==> config.mk <==
export PLATFORM = sky130hd
export DESIGN_NAME = slot_bitmap_range_reserver_flat
export DESIGN_NICKNAME = d
export VERILOG_FILES = /design/src/hw/rtl/sbr_pkg.sv /design/src/hw/rtl/sbr_req_if.sv /design/src/hw/rtl/sbr_rsp_if.sv /design/src/hw/rtl/sbr_ram.sv /design/src/hw/rtl/sbr_cfg.sv /design/src/hw/rtl/sbr_ctrl.sv /design/src/hw/rtl/slot_bitmap_range_reserver.sv /design/src/flat_wrapper.sv
export SDC_FILE = /design/constraint.sdc
export NUM_CORES = 2
export LEC_CHECK = 0
export ABC_CLOCK_PERIOD_IN_PS = 12340
export BUFFER_PORTS_ARGS = -buffer_cell sky130_fd_sc_hd__buf_2
export CAP_MARGIN = 5
export CELL_PAD_IN_SITES_DETAIL_PLACEMENT = 0
export CELL_PAD_IN_SITES_GLOBAL_PLACEMENT = 1
export CORE_MARGIN = 4
export CORE_UTILIZATION = 45
export CTS_BUF_LIST = sky130_fd_sc_hd__clkbuf_16
export CTS_CLUSTER_SIZE = 16
export DETAILED_ROUTE_END_ITERATION = 10
export HOLD_SLACK_MARGIN = 0.03
export PLACE_DENSITY = 0.68
export SYNTH_ARGS = -nofsm -noshare
export SYNTH_HDL_FRONTEND = slang
export SYNTH_SLANG_ARGS = --single-unit
==> constraint.sdc <==
create_clock -name clk_i -period 12.34 [get_ports clk_i]
set_input_delay 1.851 -clock clk_i [delete_from_list [all_inputs] [get_ports clk_i]]
set_output_delay 1.851 -clock clk_i [all_outputs]
set_load 0.01 [all_outputs]
==> src/hw/rtl/sbr_pkg.sv <==
// sbr_pkg: shared constants, types and helpers of the slot bitmap range reserver
// depends on nothing; used by the interfaces, the control unit and the top level

package sbr_pkg;

  localparam int NUM_WORDS  = 64;
  localparam int WORD_BITS  = 64;
  localparam int WORD_SHIFT = 6;
  localparam int WORD_AW    = (NUM_WORDS > 1) ? $clog2(NUM_WORDS) : 1;
  localparam int CAPACITY   = NUM_WORDS * WORD_BITS;

  localparam int SLOT_W   = 12;
  localparam int COUNT_W  = SLOT_W + 1;
  localparam int RATE_W   = 16;
  localparam int PRICE_W  = 28;
  localparam int PROD_W   = COUNT_W + RATE_W;
  localparam int STATUS_W = 2;

  localparam int APB_AW = 3;
  localparam int APB_DW = 32;
  localparam logic [APB_AW-1:0] REG_PRICE_ADDR = 3'd0;

  localparam logic ACT_RESERVE = 1'b0;
  localparam logic ACT_RELEASE = 1'b1;

  typedef enum logic [STATUS_W-1:0] {
    STATUS_DONE     = 2'd0,
    STATUS_INVALID  = 2'd1,
    STATUS_OCCUPIED = 2'd2
  } status_e;

  typedef struct packed {
    logic                 we;
    logic [WORD_AW-1:0]   waddr;
    logic [WORD_BITS-1:0] wdata;
    logic                 re;
    logic [WORD_AW-1:0]   raddr;
  } ram_req_t;

  // bits of word w covered by the inclusive slot range [s, e]
  function automatic logic [WORD_BITS-1:0] word_mask(input logic [WORD_AW-1:0] w,
                                                     input logic [SLOT_W-1:0]  s,
                                                     input logic [SLOT_W-1:0]  e);
    logic [WORD_SHIFT-1:0] lo;
    logic [WORD_SHIFT-1:0] hi;
    logic [WORD_BITS-1:0]  ones;
    ones = '1;
    lo = (w == WORD_AW'(s >> WORD_SHIFT)) ? s[WORD_SHIFT-1:0] : '0;
    hi = (w == WORD_AW'(e >> WORD_SHIFT)) ? e[WORD_SHIFT-1:0] : '1;
    return (ones >> (WORD_SHIFT'(WORD_BITS - 1) - hi)) & (ones << lo);
  endfunction

endpackage

==> src/hw/rtl/sbr_req_if.sv <==
// sbr_req_if: request channel (valid/ready) carrying action and slot range
// depends on sbr_pkg

interface sbr_req_if;
  logic                        valid;
  logic                        ready;
  logic                        action;
  logic [sbr_pkg::SLOT_W-1:0]  start_slot;
  logic [sbr_pkg::SLOT_W-1:0]  end_slot;

  modport source (output valid, action, start_slot, end_slot, input ready);
  modport sink   (input valid, action, start_slot, end_slot, output ready);
endinterface

==> src/hw/rtl/sbr_rsp_if.sv <==
// sbr_rsp_if: response channel (valid/ready) carrying status and price
// depends on sbr_pkg

interface sbr_rsp_if;
  logic                          valid;
  logic                          ready;
  logic [sbr_pkg::STATUS_W-1:0]  status;
  logic [sbr_pkg::PRICE_W-1:0]   price;

  modport source (output valid, status, price, input ready);
  modport sink   (input valid, status, price, output ready);
endinterface

==> src/hw/rtl/sbr_ram.sv <==
// sbr_ram: generic synchronous ram, one write port and one read port
// read data registered, valid in the cycle after the read request; no dependencies

module sbr_ram #(
  parameter int DEPTH = 64,
  parameter int WIDTH = 64,
  parameter int AW    = (DEPTH > 1) ? $clog2(DEPTH) : 1
) (
  input  logic             clk_i,
  input  logic             we_i,
  input  logic [AW-1:0]    waddr_i,
  input  logic [WIDTH-1:0] wdata_i,
  input  logic             re_i,
  input  logic [AW-1:0]    raddr_i,
  output logic [WIDTH-1:0] rdata_o
);

  logic [WIDTH-1:0] mem [DEPTH];
  logic [WIDTH-1:0] rdata_q;

  always_ff @(posedge clk_i) begin
    if (we_i) begin
      mem[waddr_i] <= wdata_i;
    end
    if (re_i) begin
      rdata_q <= mem[raddr_i];
    end
  end

  assign rdata_o = rdata_q;

endmodule

==> src/hw/rtl/sbr_cfg.sv <==
// sbr_cfg: apb register file holding the price per slot
// depends on sbr_pkg

module sbr_cfg (
  input  logic                          clk_i,
  input  logic                          rst_ni,
  input  logic                          psel,
  input  logic                          penable,
  input  logic                          pwrite,
  input  logic [sbr_pkg::APB_AW-1:0]    paddr,
  input  logic [sbr_pkg::APB_DW-1:0]    pwdata,
  output logic [sbr_pkg::APB_DW-1:0]    prdata,
  output logic                          pready,
  output logic [sbr_pkg::RATE_W-1:0]    price_per_slot_o
);

  logic [sbr_pkg::RATE_W-1:0] price_q;
  logic                       wr_xfer;

  assign pready  = 1'b1;
  assign wr_xfer = psel && penable && pwrite && pready;

  always_ff @(posedge clk_i or negedge rst_ni) begin
    if (!rst_ni) begin
      price_q <= '0;
    end else if (wr_xfer && (paddr == sbr_pkg::REG_PRICE_ADDR)) begin
      price_q <= pwdata[sbr_pkg::RATE_W-1:0];
    end
  end

  always_comb begin
    prdata = '0;
    if (paddr == sbr_pkg::REG_PRICE_ADDR) begin
      prdata = sbr_pkg::APB_DW'(price_q);
    end
  end

  assign price_per_slot_o = price_q;

endmodule

==> src/hw/rtl/sbr_ctrl.sv <==
// sbr_ctrl: sequencer for clear, check and read-modify-write passes over the bitmap
// depends on sbr_pkg, sbr_req_if, sbr_rsp_if; drives the bitmap ram

module sbr_ctrl (
  input  logic                              clk_i,
  input  logic                              rst_ni,
  sbr_req_if.sink                           req,
  sbr_rsp_if.source                         rsp,
  input  logic [sbr_pkg::RATE_W-1:0]        price_per_slot_i,
  output sbr_pkg::ram_req_t                 ram_req_o,
  input  logic [sbr_pkg::WORD_BITS-1:0]     ram_rdata_i
);

  typedef enum logic [2:0] {
    ST_CLEAR,
    ST_IDLE,
    ST_CHECK,
    ST_MODIFY,
    ST_PRICE,
    ST_DONE
  } state_e;

  state_e                              state_q;
  logic [sbr_pkg::WORD_AW-1:0]         clr_w_q;
  logic                                act_q;
  logic [sbr_pkg::SLOT_W-1:0]          s_q;
  logic [sbr_pkg::SLOT_W-1:0]          e_q;
  logic [sbr_pkg::WORD_AW-1:0]         rd_w_q;
  logic                                rd_more_q;
  logic                                ev_v_q;
  logic [sbr_pkg::WORD_AW-1:0]         ev_w_q;
  sbr_pkg::status_e                    status_q;
  logic [sbr_pkg::PRICE_W-1:0]         price_q;
  logic                                out_valid_q;
  sbr_pkg::status_e                    out_status_q;
  logic [sbr_pkg::PRICE_W-1:0]         out_price_q;

  logic [sbr_pkg::WORD_AW-1:0]         ws;
  logic [sbr_pkg::WORD_AW-1:0]         we;
  logic [sbr_pkg::WORD_AW-1:0]         in_ws;
  logic [sbr_pkg::WORD_BITS-1:0]       mask;
  logic                                hit;
  logic                                in_xfer;
  logic                                bad_range;
  logic                                pass_on;
  logic [sbr_pkg::COUNT_W-1:0]         count;
  logic [sbr_pkg::PROD_W-1:0]          prod;

  assign ws      = sbr_pkg::WORD_AW'(s_q >> sbr_pkg::WORD_SHIFT);
  assign we      = sbr_pkg::WORD_AW'(e_q >> sbr_pkg::WORD_SHIFT);
  assign in_ws   = sbr_pkg::WORD_AW'(req.start_slot >> sbr_pkg::WORD_SHIFT);
  assign mask    = sbr_pkg::word_mask(ev_w_q, s_q, e_q);
  assign hit     = |(ram_rdata_i & mask);
  assign pass_on = (state_q == ST_CHECK) || (state_q == ST_MODIFY);

  assign req.ready = (state_q == ST_IDLE);
  assign in_xfer   = req.valid && req.ready;
  assign bad_range = (req.end_slot < req.start_slot) ||
                     (32'(req.end_slot) >= sbr_pkg::CAPACITY);

  assign count = sbr_pkg::COUNT_W'(e_q) - sbr_pkg::COUNT_W'(s_q) + sbr_pkg::COUNT_W'(1);
  assign prod  = sbr_pkg::PROD_W'(count) * sbr_pkg::PROD_W'(price_per_slot_i);

  // ram access: clear pass, pass reads, write back behind the read stream
  always_comb begin
    ram_req_o.re    = pass_on && rd_more_q;
    ram_req_o.raddr = rd_w_q;
    ram_req_o.we    = (state_q == ST_CLEAR) || ((state_q == ST_MODIFY) && ev_v_q);
    ram_req_o.waddr = (state_q == ST_CLEAR) ? clr_w_q : ev_w_q;
    if (state_q == ST_CLEAR) begin
      ram_req_o.wdata = '0;
    end else if (act_q == sbr_pkg::ACT_RELEASE) begin
      ram_req_o.wdata = ram_rdata_i & ~mask;
    end else begin
      ram_req_o.wdata = ram_rdata_i | mask;
    end
  end

  always_ff @(posedge clk_i or negedge rst_ni) begin
    if (!rst_ni) begin
      state_q      <= ST_CLEAR;
      clr_w_q      <= '0;
      act_q        <= sbr_pkg::ACT_RESERVE;
      s_q          <= '0;
      e_q          <= '0;
      rd_w_q       <= '0;
      rd_more_q    <= 1'b0;
      ev_v_q       <= 1'b0;
      ev_w_q       <= '0;
      status_q     <= sbr_pkg::STATUS_DONE;
      price_q      <= '0;
      out_valid_q  <= 1'b0;
      out_status_q <= sbr_pkg::STATUS_DONE;
      out_price_q  <= '0;
    end else begin
      if ((state_q == ST_DONE) && (!out_valid_q || rsp.ready)) begin
        out_valid_q  <= 1'b1;
        out_status_q <= status_q;
        out_price_q  <= price_q;
      end else if (rsp.valid && rsp.ready) begin
        out_valid_q <= 1'b0;
      end
      case (state_q)
        ST_CLEAR: begin
          clr_w_q <= clr_w_q + sbr_pkg::WORD_AW'(1);
          if (clr_w_q == sbr_pkg::WORD_AW'(sbr_pkg::NUM_WORDS - 1)) begin
            state_q <= ST_IDLE;
          end
        end
        ST_IDLE: begin
          if (in_xfer) begin
            act_q  <= req.action;
            s_q    <= req.start_slot;
            e_q    <= req.end_slot;
            rd_w_q <= in_ws;
            ev_v_q <= 1'b0;
            if (bad_range) begin
              status_q  <= sbr_pkg::STATUS_INVALID;
              price_q   <= '0;
              rd_more_q <= 1'b0;
              state_q   <= ST_DONE;
            end else if (req.action == sbr_pkg::ACT_RELEASE) begin
              rd_more_q <= 1'b1;
              state_q   <= ST_MODIFY;
            end else begin
              rd_more_q <= 1'b1;
              state_q   <= ST_CHECK;
            end
          end
        end
        ST_CHECK: begin
          ev_w_q <= rd_w_q;
          if (ev_v_q && hit) begin
            status_q  <= sbr_pkg::STATUS_OCCUPIED;
            price_q   <= '0;
            rd_more_q <= 1'b0;
            ev_v_q    <= 1'b0;
            state_q   <= ST_DONE;
          end else if (ev_v_q && (ev_w_q == we)) begin
            rd_w_q    <= ws;
            rd_more_q <= 1'b1;
            ev_v_q    <= 1'b0;
            state_q   <= ST_MODIFY;
          end else begin
            ev_v_q    <= rd_more_q;
            rd_w_q    <= rd_w_q + sbr_pkg::WORD_AW'(1);
            rd_more_q <= rd_more_q && (rd_w_q != we);
          end
        end
        ST_MODIFY: begin
          ev_w_q <= rd_w_q;
          if (ev_v_q && (ev_w_q == we)) begin
            rd_more_q <= 1'b0;
            ev_v_q    <= 1'b0;
            if (act_q == sbr_pkg::ACT_RESERVE) begin
              state_q <= ST_PRICE;
            end else begin
              status_q <= sbr_pkg::STATUS_DONE;
              price_q  <= '0;
              state_q  <= ST_DONE;
            end
          end else begin
            ev_v_q    <= rd_more_q;
            rd_w_q    <= rd_w_q + sbr_pkg::WORD_AW'(1);
            rd_more_q <= rd_more_q && (rd_w_q != we);
          end
        end
        ST_PRICE: begin
          status_q <= sbr_pkg::STATUS_DONE;
          price_q  <= prod[sbr_pkg::PRICE_W-1:0];
          state_q  <= ST_DONE;
        end
        ST_DONE: begin
          if (!out_valid_q || rsp.ready) begin
            state_q <= ST_IDLE;
          end
        end
        default: begin
          state_q <= ST_IDLE;
        end
      endcase
    end
  end

  assign rsp.valid  = out_valid_q;
  assign rsp.status = out_status_q;
  assign rsp.price  = out_price_q;

  a_no_write_in_check: assert property (@(posedge clk_i) disable iff (!rst_ni)
    (state_q == ST_CHECK) |-> !ram_req_o.we)
    else $error("bitmap written during occupancy check");

  a_inverted_refused: assert property (@(posedge clk_i) disable iff (!rst_ni)
    (in_xfer && (req.end_slot < req.start_slot)) |=>
    ((state_q == ST_DONE) && (status_q == sbr_pkg::STATUS_INVALID)))
    else $error("inverted range not refused");

  a_write_in_range: assert property (@(posedge clk_i) disable iff (!rst_ni)
    (ram_req_o.we && (state_q == ST_MODIFY)) |-> ((ev_w_q >= ws) && (ev_w_q <= we)))
    else $error("write back outside the requested words");

  a_price_only_on_done: assert property (@(posedge clk_i) disable iff (!rst_ni)
    (out_valid_q && (out_status_q != sbr_pkg::STATUS_DONE)) |-> (out_price_q == '0))
    else $error("nonzero price on a refused request");

  a_no_accept_in_clear: assert property (@(posedge clk_i) disable iff (!rst_ni)
    (state_q == ST_CLEAR) |-> !req.ready)
    else $error("request taken during clearing pass");

endmodule

==> src/hw/rtl/slot_bitmap_range_reserver.sv <==
// slot_bitmap_range_reserver: top level, apb register file, control unit, bitmap ram
// depends on sbr_pkg, sbr_req_if, sbr_rsp_if, sbr_cfg, sbr_ctrl, sbr_ram
//
// usage
//   req_i carries one request per transfer: action (reserve or release) and an
//   inclusive start/end slot range. rsp_o returns exactly one result per request:
//   status (done, invalid range, slot occupied) and price, the slot count times
//   the price_per_slot register, nonzero only for a successful reserve.
//   the price register sits at byte address 0 of the apb port.
//   the bitmap is one word of 64 slots per ram entry; the ram is read one word per
//   cycle, each word written back in the cycle after its read.
//   order of work, n = words spanned by the range:
//     invalid range            refused without ram access
//     release                  one read-modify-write pass over the n words
//     reserve, no conflict     check pass, then read-modify-write pass, then price
//     reserve, conflict        check pass stops at the first occupied word, no write
//   one request is in work at a time; the next is taken once the result sits in the
//   output register, even while the receiver stalls it. a second result waits until
//   the output register is free.
//   after reset a clearing pass over all NUM_WORDS words (64) zeroes the bitmap; no
//   request is taken during it, register writes are.

module slot_bitmap_range_reserver (
  input  logic                        clk_i,
  input  logic                        rst_ni,
  sbr_req_if.sink                     req_i,
  sbr_rsp_if.source                   rsp_o,
  input  logic                        psel,
  input  logic                        penable,
  input  logic                        pwrite,
  input  logic [sbr_pkg::APB_AW-1:0]  paddr,
  input  logic [sbr_pkg::APB_DW-1:0]  pwdata,
  output logic [sbr_pkg::APB_DW-1:0]  prdata,
  output logic                        pready
);

  logic [sbr_pkg::RATE_W-1:0]     price_per_slot;
  sbr_pkg::ram_req_t              ram_req;
  logic [sbr_pkg::WORD_BITS-1:0]  ram_rdata;

  sbr_cfg u_cfg (
    .clk_i            (clk_i),
    .rst_ni           (rst_ni),
    .psel             (psel),
    .penable          (penable),
    .pwrite           (pwrite),
    .paddr            (paddr),
    .pwdata           (pwdata),
    .prdata           (prdata),
    .pready           (pready),
    .price_per_slot_o (price_per_slot)
  );

  sbr_ctrl u_ctrl (
    .clk_i            (clk_i),
    .rst_ni           (rst_ni),
    .req              (req_i),
    .rsp              (rsp_o),
    .price_per_slot_i (price_per_slot),
    .ram_req_o        (ram_req),
    .ram_rdata_i      (ram_rdata)
  );

  sbr_ram #(
    .DEPTH (sbr_pkg::NUM_WORDS),
    .WIDTH (sbr_pkg::WORD_BITS),
    .AW    (sbr_pkg::WORD_AW)
  ) u_ram (
    .clk_i   (clk_i),
    .we_i    (ram_req.we),
    .waddr_i (ram_req.waddr),
    .wdata_i (ram_req.wdata),
    .re_i    (ram_req.re),
    .raddr_i (ram_req.raddr),
    .rdata_o (ram_rdata)
  );

endmodule
==> src/flat_wrapper.sv <==
// flat-port wrapper written by rule: the top's interface ports become plain ports
module slot_bitmap_range_reserver_flat 
  (clk_i, rst_ni, psel, penable, pwrite, paddr, pwdata, prdata, pready, req_i_valid, req_i_action, req_i_start_slot, req_i_end_slot, req_i_ready, rsp_o_valid, rsp_o_status, rsp_o_price, rsp_o_ready);
  sbr_req_if req_i_i ();
  sbr_rsp_if rsp_o_i ();
  input  logic clk_i;
  input  logic rst_ni;
  input  logic psel;
  input  logic penable;
  input  logic pwrite;
  input  logic [sbr_pkg::APB_AW-1:0] paddr;
  input  logic [sbr_pkg::APB_DW-1:0] pwdata;
  output logic [sbr_pkg::APB_DW-1:0] prdata;
  output logic pready;
  input wire logic [$bits(req_i_i.valid)-1:0] req_i_valid;
  input wire logic [$bits(req_i_i.action)-1:0] req_i_action;
  input wire logic [$bits(req_i_i.start_slot)-1:0] req_i_start_slot;
  input wire logic [$bits(req_i_i.end_slot)-1:0] req_i_end_slot;
  output wire logic [$bits(req_i_i.ready)-1:0] req_i_ready;
  output wire logic [$bits(rsp_o_i.valid)-1:0] rsp_o_valid;
  output wire logic [$bits(rsp_o_i.status)-1:0] rsp_o_status;
  output wire logic [$bits(rsp_o_i.price)-1:0] rsp_o_price;
  input wire logic [$bits(rsp_o_i.ready)-1:0] rsp_o_ready;
  assign req_i_i.valid = req_i_valid;
  assign req_i_i.action = req_i_action;
  assign req_i_i.start_slot = req_i_start_slot;
  assign req_i_i.end_slot = req_i_end_slot;
  assign req_i_ready = req_i_i.ready;
  assign rsp_o_valid = rsp_o_i.valid;
  assign rsp_o_status = rsp_o_i.status;
  assign rsp_o_price = rsp_o_i.price;
  assign rsp_o_i.ready = rsp_o_ready;
  slot_bitmap_range_reserver u_core (.clk_i(clk_i), .rst_ni(rst_ni), .req_i(req_i_i), .rsp_o(rsp_o_i), .psel(psel), .penable(penable), .pwrite(pwrite), .paddr(paddr), .pwdata(pwdata), .prdata(prdata), .pready(pready));
endmodule
* Yosys cells after proc, flatten, opt, wreduce, memory -nomap -nowiden
Memory sizes are Yosys's and may differ from the RTL's. A register that Yosys moved wholly into a read port is not among the register bits. Cells that the tools add are included.
Cells by class: multipliers 1, divide/modulo/power cells 0, eq/ne operators 19, reduce and logical (&&, ||, !) cells 27, shift-type cells 2, bitwise logic cells 5, muxes and demuxes 47, magnitude comparators 1, $add $sub $neg 5
Operators with widths (number):
- $and A64 B64 Y64 | 3
- $mux W28 | 5
- $mux W64 | 2
- $pmux W28 S4 | 1
- $not A64 Y64 | 1
- $or A64 B64 Y64 | 1
- $reduce_or A64 Y1 | 1
- $shl A64 B6 Y64 const A | 1
- $shr A64 B6 Y64 const A | 1
- $mux W6 | 7
- $mul A13 B16 Y28 | 1
- $mux W3 | 7
- $pmux W3 S6 | 1
- $pmux W6 S3 | 1
- $mux W16 | 1
- $mux W1 | 14
- $add A13 B1 Y13 const B | 1
- $sub A12 B12 Y13 | 1
- $add A6 B1 Y6 const B | 2
- $eq A6 B6 Y1 | 2
- $lt A12 B12 Y1 | 1
- $ne A2 B1 Y1 const B | 6
- $logic_and A1 B1 Y1 | 11
- $mux W2 | 5
- 21 further kinds | 30
Storage, ports and cells: output and inout bits 65, bits in latches 0, memory bits (writable) 4096, register bits after elaboration 125, memories 1, logic and storage cells 123, bits in read-only memories 0
Memory list:
- u_core.u_ram.mem | depth 64, width 64, rd ports 1, clocked after Yosys merged registers in 1, wr ports 1, RTL line sbr_ram.sv:18 | logic [WIDTH-1:0] mem [DEPTH];

* Depth between registers and ports, before layout
depth in word-level cells 10, mapped depth 40, gate-level depth less buffers 36

* Cells and area by module
From an unflattened synthesis, not the netlist that was laid out.
Unflattened totals: cell total of the unflattened synthesis 8496, area, all modules 172979.7 µm²
Modules (own cells, without submodules):
- sbr_ram | cells each 6598, instances 1, area each 156989.3 µm², seq. area each 124919.8 µm²
- sbr_ctrl | cells each 1826, instances 1, area each 15123.3 µm², seq. area each 2727.6 µm²
- sbr_cfg | cells each 72, instances 1, area each 867.1 µm², seq. area each 400.4 µm²

* Worst setup path before layout
Ideal clock, no wire load.
path type reg2reg, start point reg u_core.u_ctrl.e_q[1] (netlist bit), end point reg u_core.u_ctrl.price_q[27] (netlist bit), data arrival time 8078 ps, cell stages (with the launch flop) 40, path slack 4141 ps, data required time 12219 ps, path buffers 3, cell sequence dfrtp_1 > clkbuf_1 > clkbuf_1 > inv_1 > ha_1 > inv_1 > ha_1 > inv_1 > fa_1 > nor2b_1 > o21ai_0 > a21boi_0 > o21ai_0 > a21boi_0 > o21ai_0 > a21boi_0 > or4_1 > nand3_1 > [4 not listed] > fa_1 > inv_1 > fa_1 > fa_1 > inv_1 > fa_1 > inv_1 > ha_1 > a21o_1 > a21o_1 > a31oi_1 > a2bb2oi_1 > nand2b_1 > o31ai_1 > a21oi_1 > xnor2_1 > xnor2_1 > a22o_1
On the way: cells in the longest elaborated chain, start to end 9
RTL lines:
- from (decl) | RTL line sbr_ctrl.sv:27 | logic [sbr_pkg::SLOT_W-1:0] e_q;
- from (signal assigned) | RTL line sbr_ctrl.sv:114 | e_q <= req.end_slot;
- branches (longest 9 deep; another with $mul A13 B16 Y28)
- to (signal assigned) | RTL line sbr_ctrl.sv:170 | price_q <= prod[sbr_pkg::PRICE_W-1:0];
- to (decl) | RTL line sbr_ctrl.sv:33 | logic [sbr_pkg::PRICE_W-1:0] price_q;
Several ways; the timed one is not identified. A chain may end at the register's enable or synchronous reset.

* Worst setup path in the final report
start point reg u_core.u_ctrl.s_q[3] (netlist bit), end point reg u_core.u_ctrl.price_q[27] (netlist bit)
On the way: cells in the longest elaborated chain, start to end 8
RTL lines:
- from (decl) | RTL line sbr_ctrl.sv:26 | logic [sbr_pkg::SLOT_W-1:0] s_q;
- from (signal assigned) | RTL line sbr_ctrl.sv:113 | s_q <= req.start_slot;
- branches (longest 8 deep; another with $mul A13 B16 Y28)
Several ways; the timed one is not identified.

==> results.yml <==
detailed_routing:
  initialDrtViolationCount: 12370
  drt-pass1-iter-count: 6
  avgRoutedWirePerCell_um: 35.7
  drt_wl_total_mm: 483
  detail_route_antenna_nets: 0
  route.vias.total: 85156
  remaining_drc_errors: 0
  post_drt_via_cell_ratio: 6.28
placed_design:
  port-buffer-count: 98
  finalWeightedCongestion: 0.905
  placed_wire_length_estimate_after_detailed_placement_mm: 258
  post-place-ws_ns: 2.28
  area_after_detailed_placement_mm2: 0.181
floorplanning:
  die-width_um: 628
  initial_cell_density_of_the_core_pct: 45.2
  core_area_mm2: 0.383
  die_area_mm2: 0.394
  die_y_um: 628
  top_level_i_o_count: 132
  floorplan.rows: 227
synth:
  synthesis.area_mm2: 0.173
  post_synth_num_cell_types: 87
  synth_edf_count: 4160
  synthArstFlopShare_pct: 2.92
  syn_area_per_cell_um2: 22.1
  synthesis.yosys.warnings: 0
  ys_seq_area_share_pct: 74.1
  synthFlopType: "sky130_fd_sc_hd__edfxtp_1"
  postSynthRegisterBits: 4285
  synthesis.instances: 7830
finish:
  final_layout_size_suffix_gt1_share_pct: 29.6
  finalNetCount: 8501
  seq_area_mm2: 0.128
  postLayoutCellArea_mm2: 0.195
  post-route-util_pct: 51.0
  fill_cell_count: 29471
  multi_input_gate_area_mm2: 0.0432
  syn_to_final_growth_pct: 12.9
worst_hold_path:
  hold_path_class: "flip-flop to flip-flop"
  hold_path_startpoint: "u_core.u_ctrl.price_q[12]"
clocking:
  cts_num_sinks: 4285
  clockBufferDepth: 4
  clock_tree_from_tritoncts: "done"
  clk_pin_slew_worst_paths_ns: 0.07
  cts-buffers-inserted: 424
  cts_resized: 0
  cts_hold_buf: 0
  post-cts-setup-buffers: 0
  cts_max_level: 5
  worst_skew_pair_later_pin_latency_ns: 0.98
  clockRootBuffer: "sky130_fd_sc_hd__clkbuf_16"
global_route:
  grt_antenna_before_repair: 30
  global_route.usage.met3_pct: 4.53
  gr-max-usage-layer: "met2"
  first_global_vias: 84711
  met1_usage_pct: 35.0
  largest_net_degree_at_the_start_of_global_routing: 138
  grt_pass1_wl_mm: 675
  use_met2_pct: 38.7
  overflow: 0
  grtUsageTotal_pct: 24.4
timing:
  drv_slew: 0
  fmax_mhz: 98.4
  relSlewSlack_pct: 10.1
  worst-slew-pin-transition_ns: 1.35
  fin_crit_ns: 10.16
  clock-skew-final_ns: 0.0844
  timing.final.hold_violations: 0
  setup_tns_ns: 0
  finalCritPeriodShare_pct: 82.4
  layout_setup_ws_ns: 2.18
  unrepaired_setup_endpoints_after_global_routing: "no"
  setup_viol: 0
critical_path:
  crit_path_max_fanout: 16
  worst-setup-path-type: "flip-flop to flip-flop"
  worstPathArrival_ns: 11.00
  worst_path_max_delay_cell: "sky130_fd_sc_hd__nand3_1"
  worst_path_largest_cell_delay_ns: 0.68
  startpoint_type: "flip-flop"
  cp_capture_type: "flip-flop"
  worst_path_most_repeated_cell: "sky130_fd_sc_hd__fa_1"
  r2r-start: "u_core.u_ctrl.s_q[3]"
  critical_path_required_ns: 13.17
  critPathLaunch: "u_core.u_ctrl.s_q[3]"
run:
  drv.max_cap_violation_count: 0
status:
  status: "completed"
==> path summary, 6_finish.rpt <==
check / to / slack [ns] / cells past startpoint
hold / removal: u_core.u_ctrl.price_q[12] / 0.49 / 1
max in group asynchronous: u_core.u_ctrl.rd_w_q[0] / 9.97 / 2
min in group asynchronous: u_core.u_cfg.price_per_slot_o[9] / 0.90 / 1
hold reg to reg: u_core.u_ctrl.price_q[12] / 0.49 / 1
setup / recovery: u_core.u_ctrl.price_q[27] / 2.18 / 33
setup reg to reg: u_core.u_ctrl.price_q[27] / 2.18 / 33
==> registers in the layout, summed over array words and instances (netlist names), 2 cells and up <==
signal / count
u_core.u_ram.mem: 4096
u_core.u_ram.rdata_o: 64
u_core.u_ctrl.price_q: 28
u_core.u_ctrl.rsp.price: 28
u_core.u_cfg.price_per_slot_o: 16
u_core.u_ctrl.e_q: 12
u_core.u_ctrl.s_q: 12
u_core.u_ctrl.clr_w_q: 6
u_core.u_ctrl.ev_w_q: 6
u_core.u_ctrl.rd_w_q: 6
u_core.u_ctrl.state_q: 3
u_core.u_ctrl.rsp.status: 2
u_core.u_ctrl.status_q: 2
==> worst max-delay path, delay by kind of cell (launching register included) <==
family / cells / cell delay, ns
XOR/XNOR: 2 / 0.29
adder cells (fa/ha/maj): 8 / 3.52
flip-flops: 1 / 0.66
AO/OA/AOI/OAI: 14 / 3.44
AND/OR/NAND/NOR: 4 / 1.41
buffers and inverters: 5 / 0.69
==> kinds of logic after synthesis <==
logic type	synth area share, %
muxes	18.1
other	0.00434
adders and majority gates	2.56
AOI/OAI and AO/OA	1.41
and+or+nand+nor	2.01
DFF	74.1
xor gates and xnor gates	0.283
buffers and inverters	1.57
==> final cells by class <==
| cell class | count | area share, % |
|---|---|---|
| Antenna cell | 11 | 0.0141 |
| Clock buffer | 433 | 5.55 |
| Clock inverter | 329 | 1.49 |
| Inverter | 258 | 0.497 |
| Multi-Input combinational cell | 2868 | 22.1 |
| Sequential cell | 4285 | 65.6 |
| Tap cell | 5038 | 3.23 |
| Timing Repair Buffer | 336 | 1.45 |
==> Yosys cell counts (17+ instances only) <==
cell | n | share of area (%)
sky130_fd_sc_hd__inv_1 | 257 | 0.56
sky130_fd_sc_hd__nand2_1 | 245 | 0.53
sky130_fd_sc_hd__buf_4 | 22 | 0.096
sky130_fd_sc_hd__edfxtp_1 | 4160 | 72
sky130_fd_sc_hd__nor2_1 | 238 | 0.52
sky130_fd_sc_hd__mux2_2 | 58 | 0.38
sky130_fd_sc_hd__dfrtp_1 | 125 | 1.8
sky130_fd_sc_hd__o22ai_1 | 26 | 0.094
sky130_fd_sc_hd__nand4_1 | 17 | 0.062
sky130_fd_sc_hd__ha_1 | 107 | 0.77
sky130_fd_sc_hd__a22o_1 | 25 | 0.13
sky130_fd_sc_hd__a21oi_1 | 79 | 0.23
sky130_fd_sc_hd__fa_1 | 154 | 1.8
sky130_fd_sc_hd__clkbuf_1 | 301 | 0.65
sky130_fd_sc_hd__and2_1 | 82 | 0.30
sky130_fd_sc_hd__nor2b_1 | 21 | 0.076
sky130_fd_sc_hd__nand3_1 | 43 | 0.12
sky130_fd_sc_hd__mux2i_1 | 27 | 0.16
sky130_fd_sc_hd__mux4_2 | 1344 | 18
sky130_fd_sc_hd__xnor2_1 | 38 | 0.19
sky130_fd_sc_hd__o21ai_0 | 69 | 0.20
sky130_fd_sc_hd__nand2b_1 | 33 | 0.12
sky130_fd_sc_hd__o211ai_1 | 21 | 0.091
sky130_fd_sc_hd__buf_1 | 98 | 0.21
==> per-layer routing <==
| layer | routed length, um | vias up |
|---|---|---|
| li1 | - | 33221 |
| met1 | 191000 | 46489 |
| met2 | 231000 | 4607 |
| met3 | 45500 | 833 |
| met4 | 15700 | 6 |
| met5 | 46 | - |
==> metrics by stage <==
step	std cells	hold slack, ns
floorplan	7845	0.444
global placement	12764	0.464
detailed placement	12764	0.473
CTS	13526	0.489
global route	13549	0.505
finish	13558	0.492
==> placed cells by master (no fill, tap or decap), drive strengths merged, types with 47 or more instances in the layout <==
| master | Yosys | routed |
|---|---|---|
| clkbuf | 301 | 434 |
| ha | 107 | 107 |
| clkinv | 1 | 185 |
| edfxtp | 4160 | 4160 |
| nor2 | 239 | 239 |
| o21ai | 70 | 70 |
| fa | 154 | 154 |
| mux2 | 64 | 64 |
| a21oi | 80 | 80 |
| nand2 | 247 | 247 |
| buf | 133 | 335 |
| inv | 257 | 341 |
| bufinv | 0 | 47 |
| dfrtp | 125 | 125 |
| mux4 | 1344 | 1344 |
| and2 | 84 | 84 |
Power is left out: the tool's default activity adds up to more than one toggle a clock period on the data nets, which glitch-free logic cannot reach.
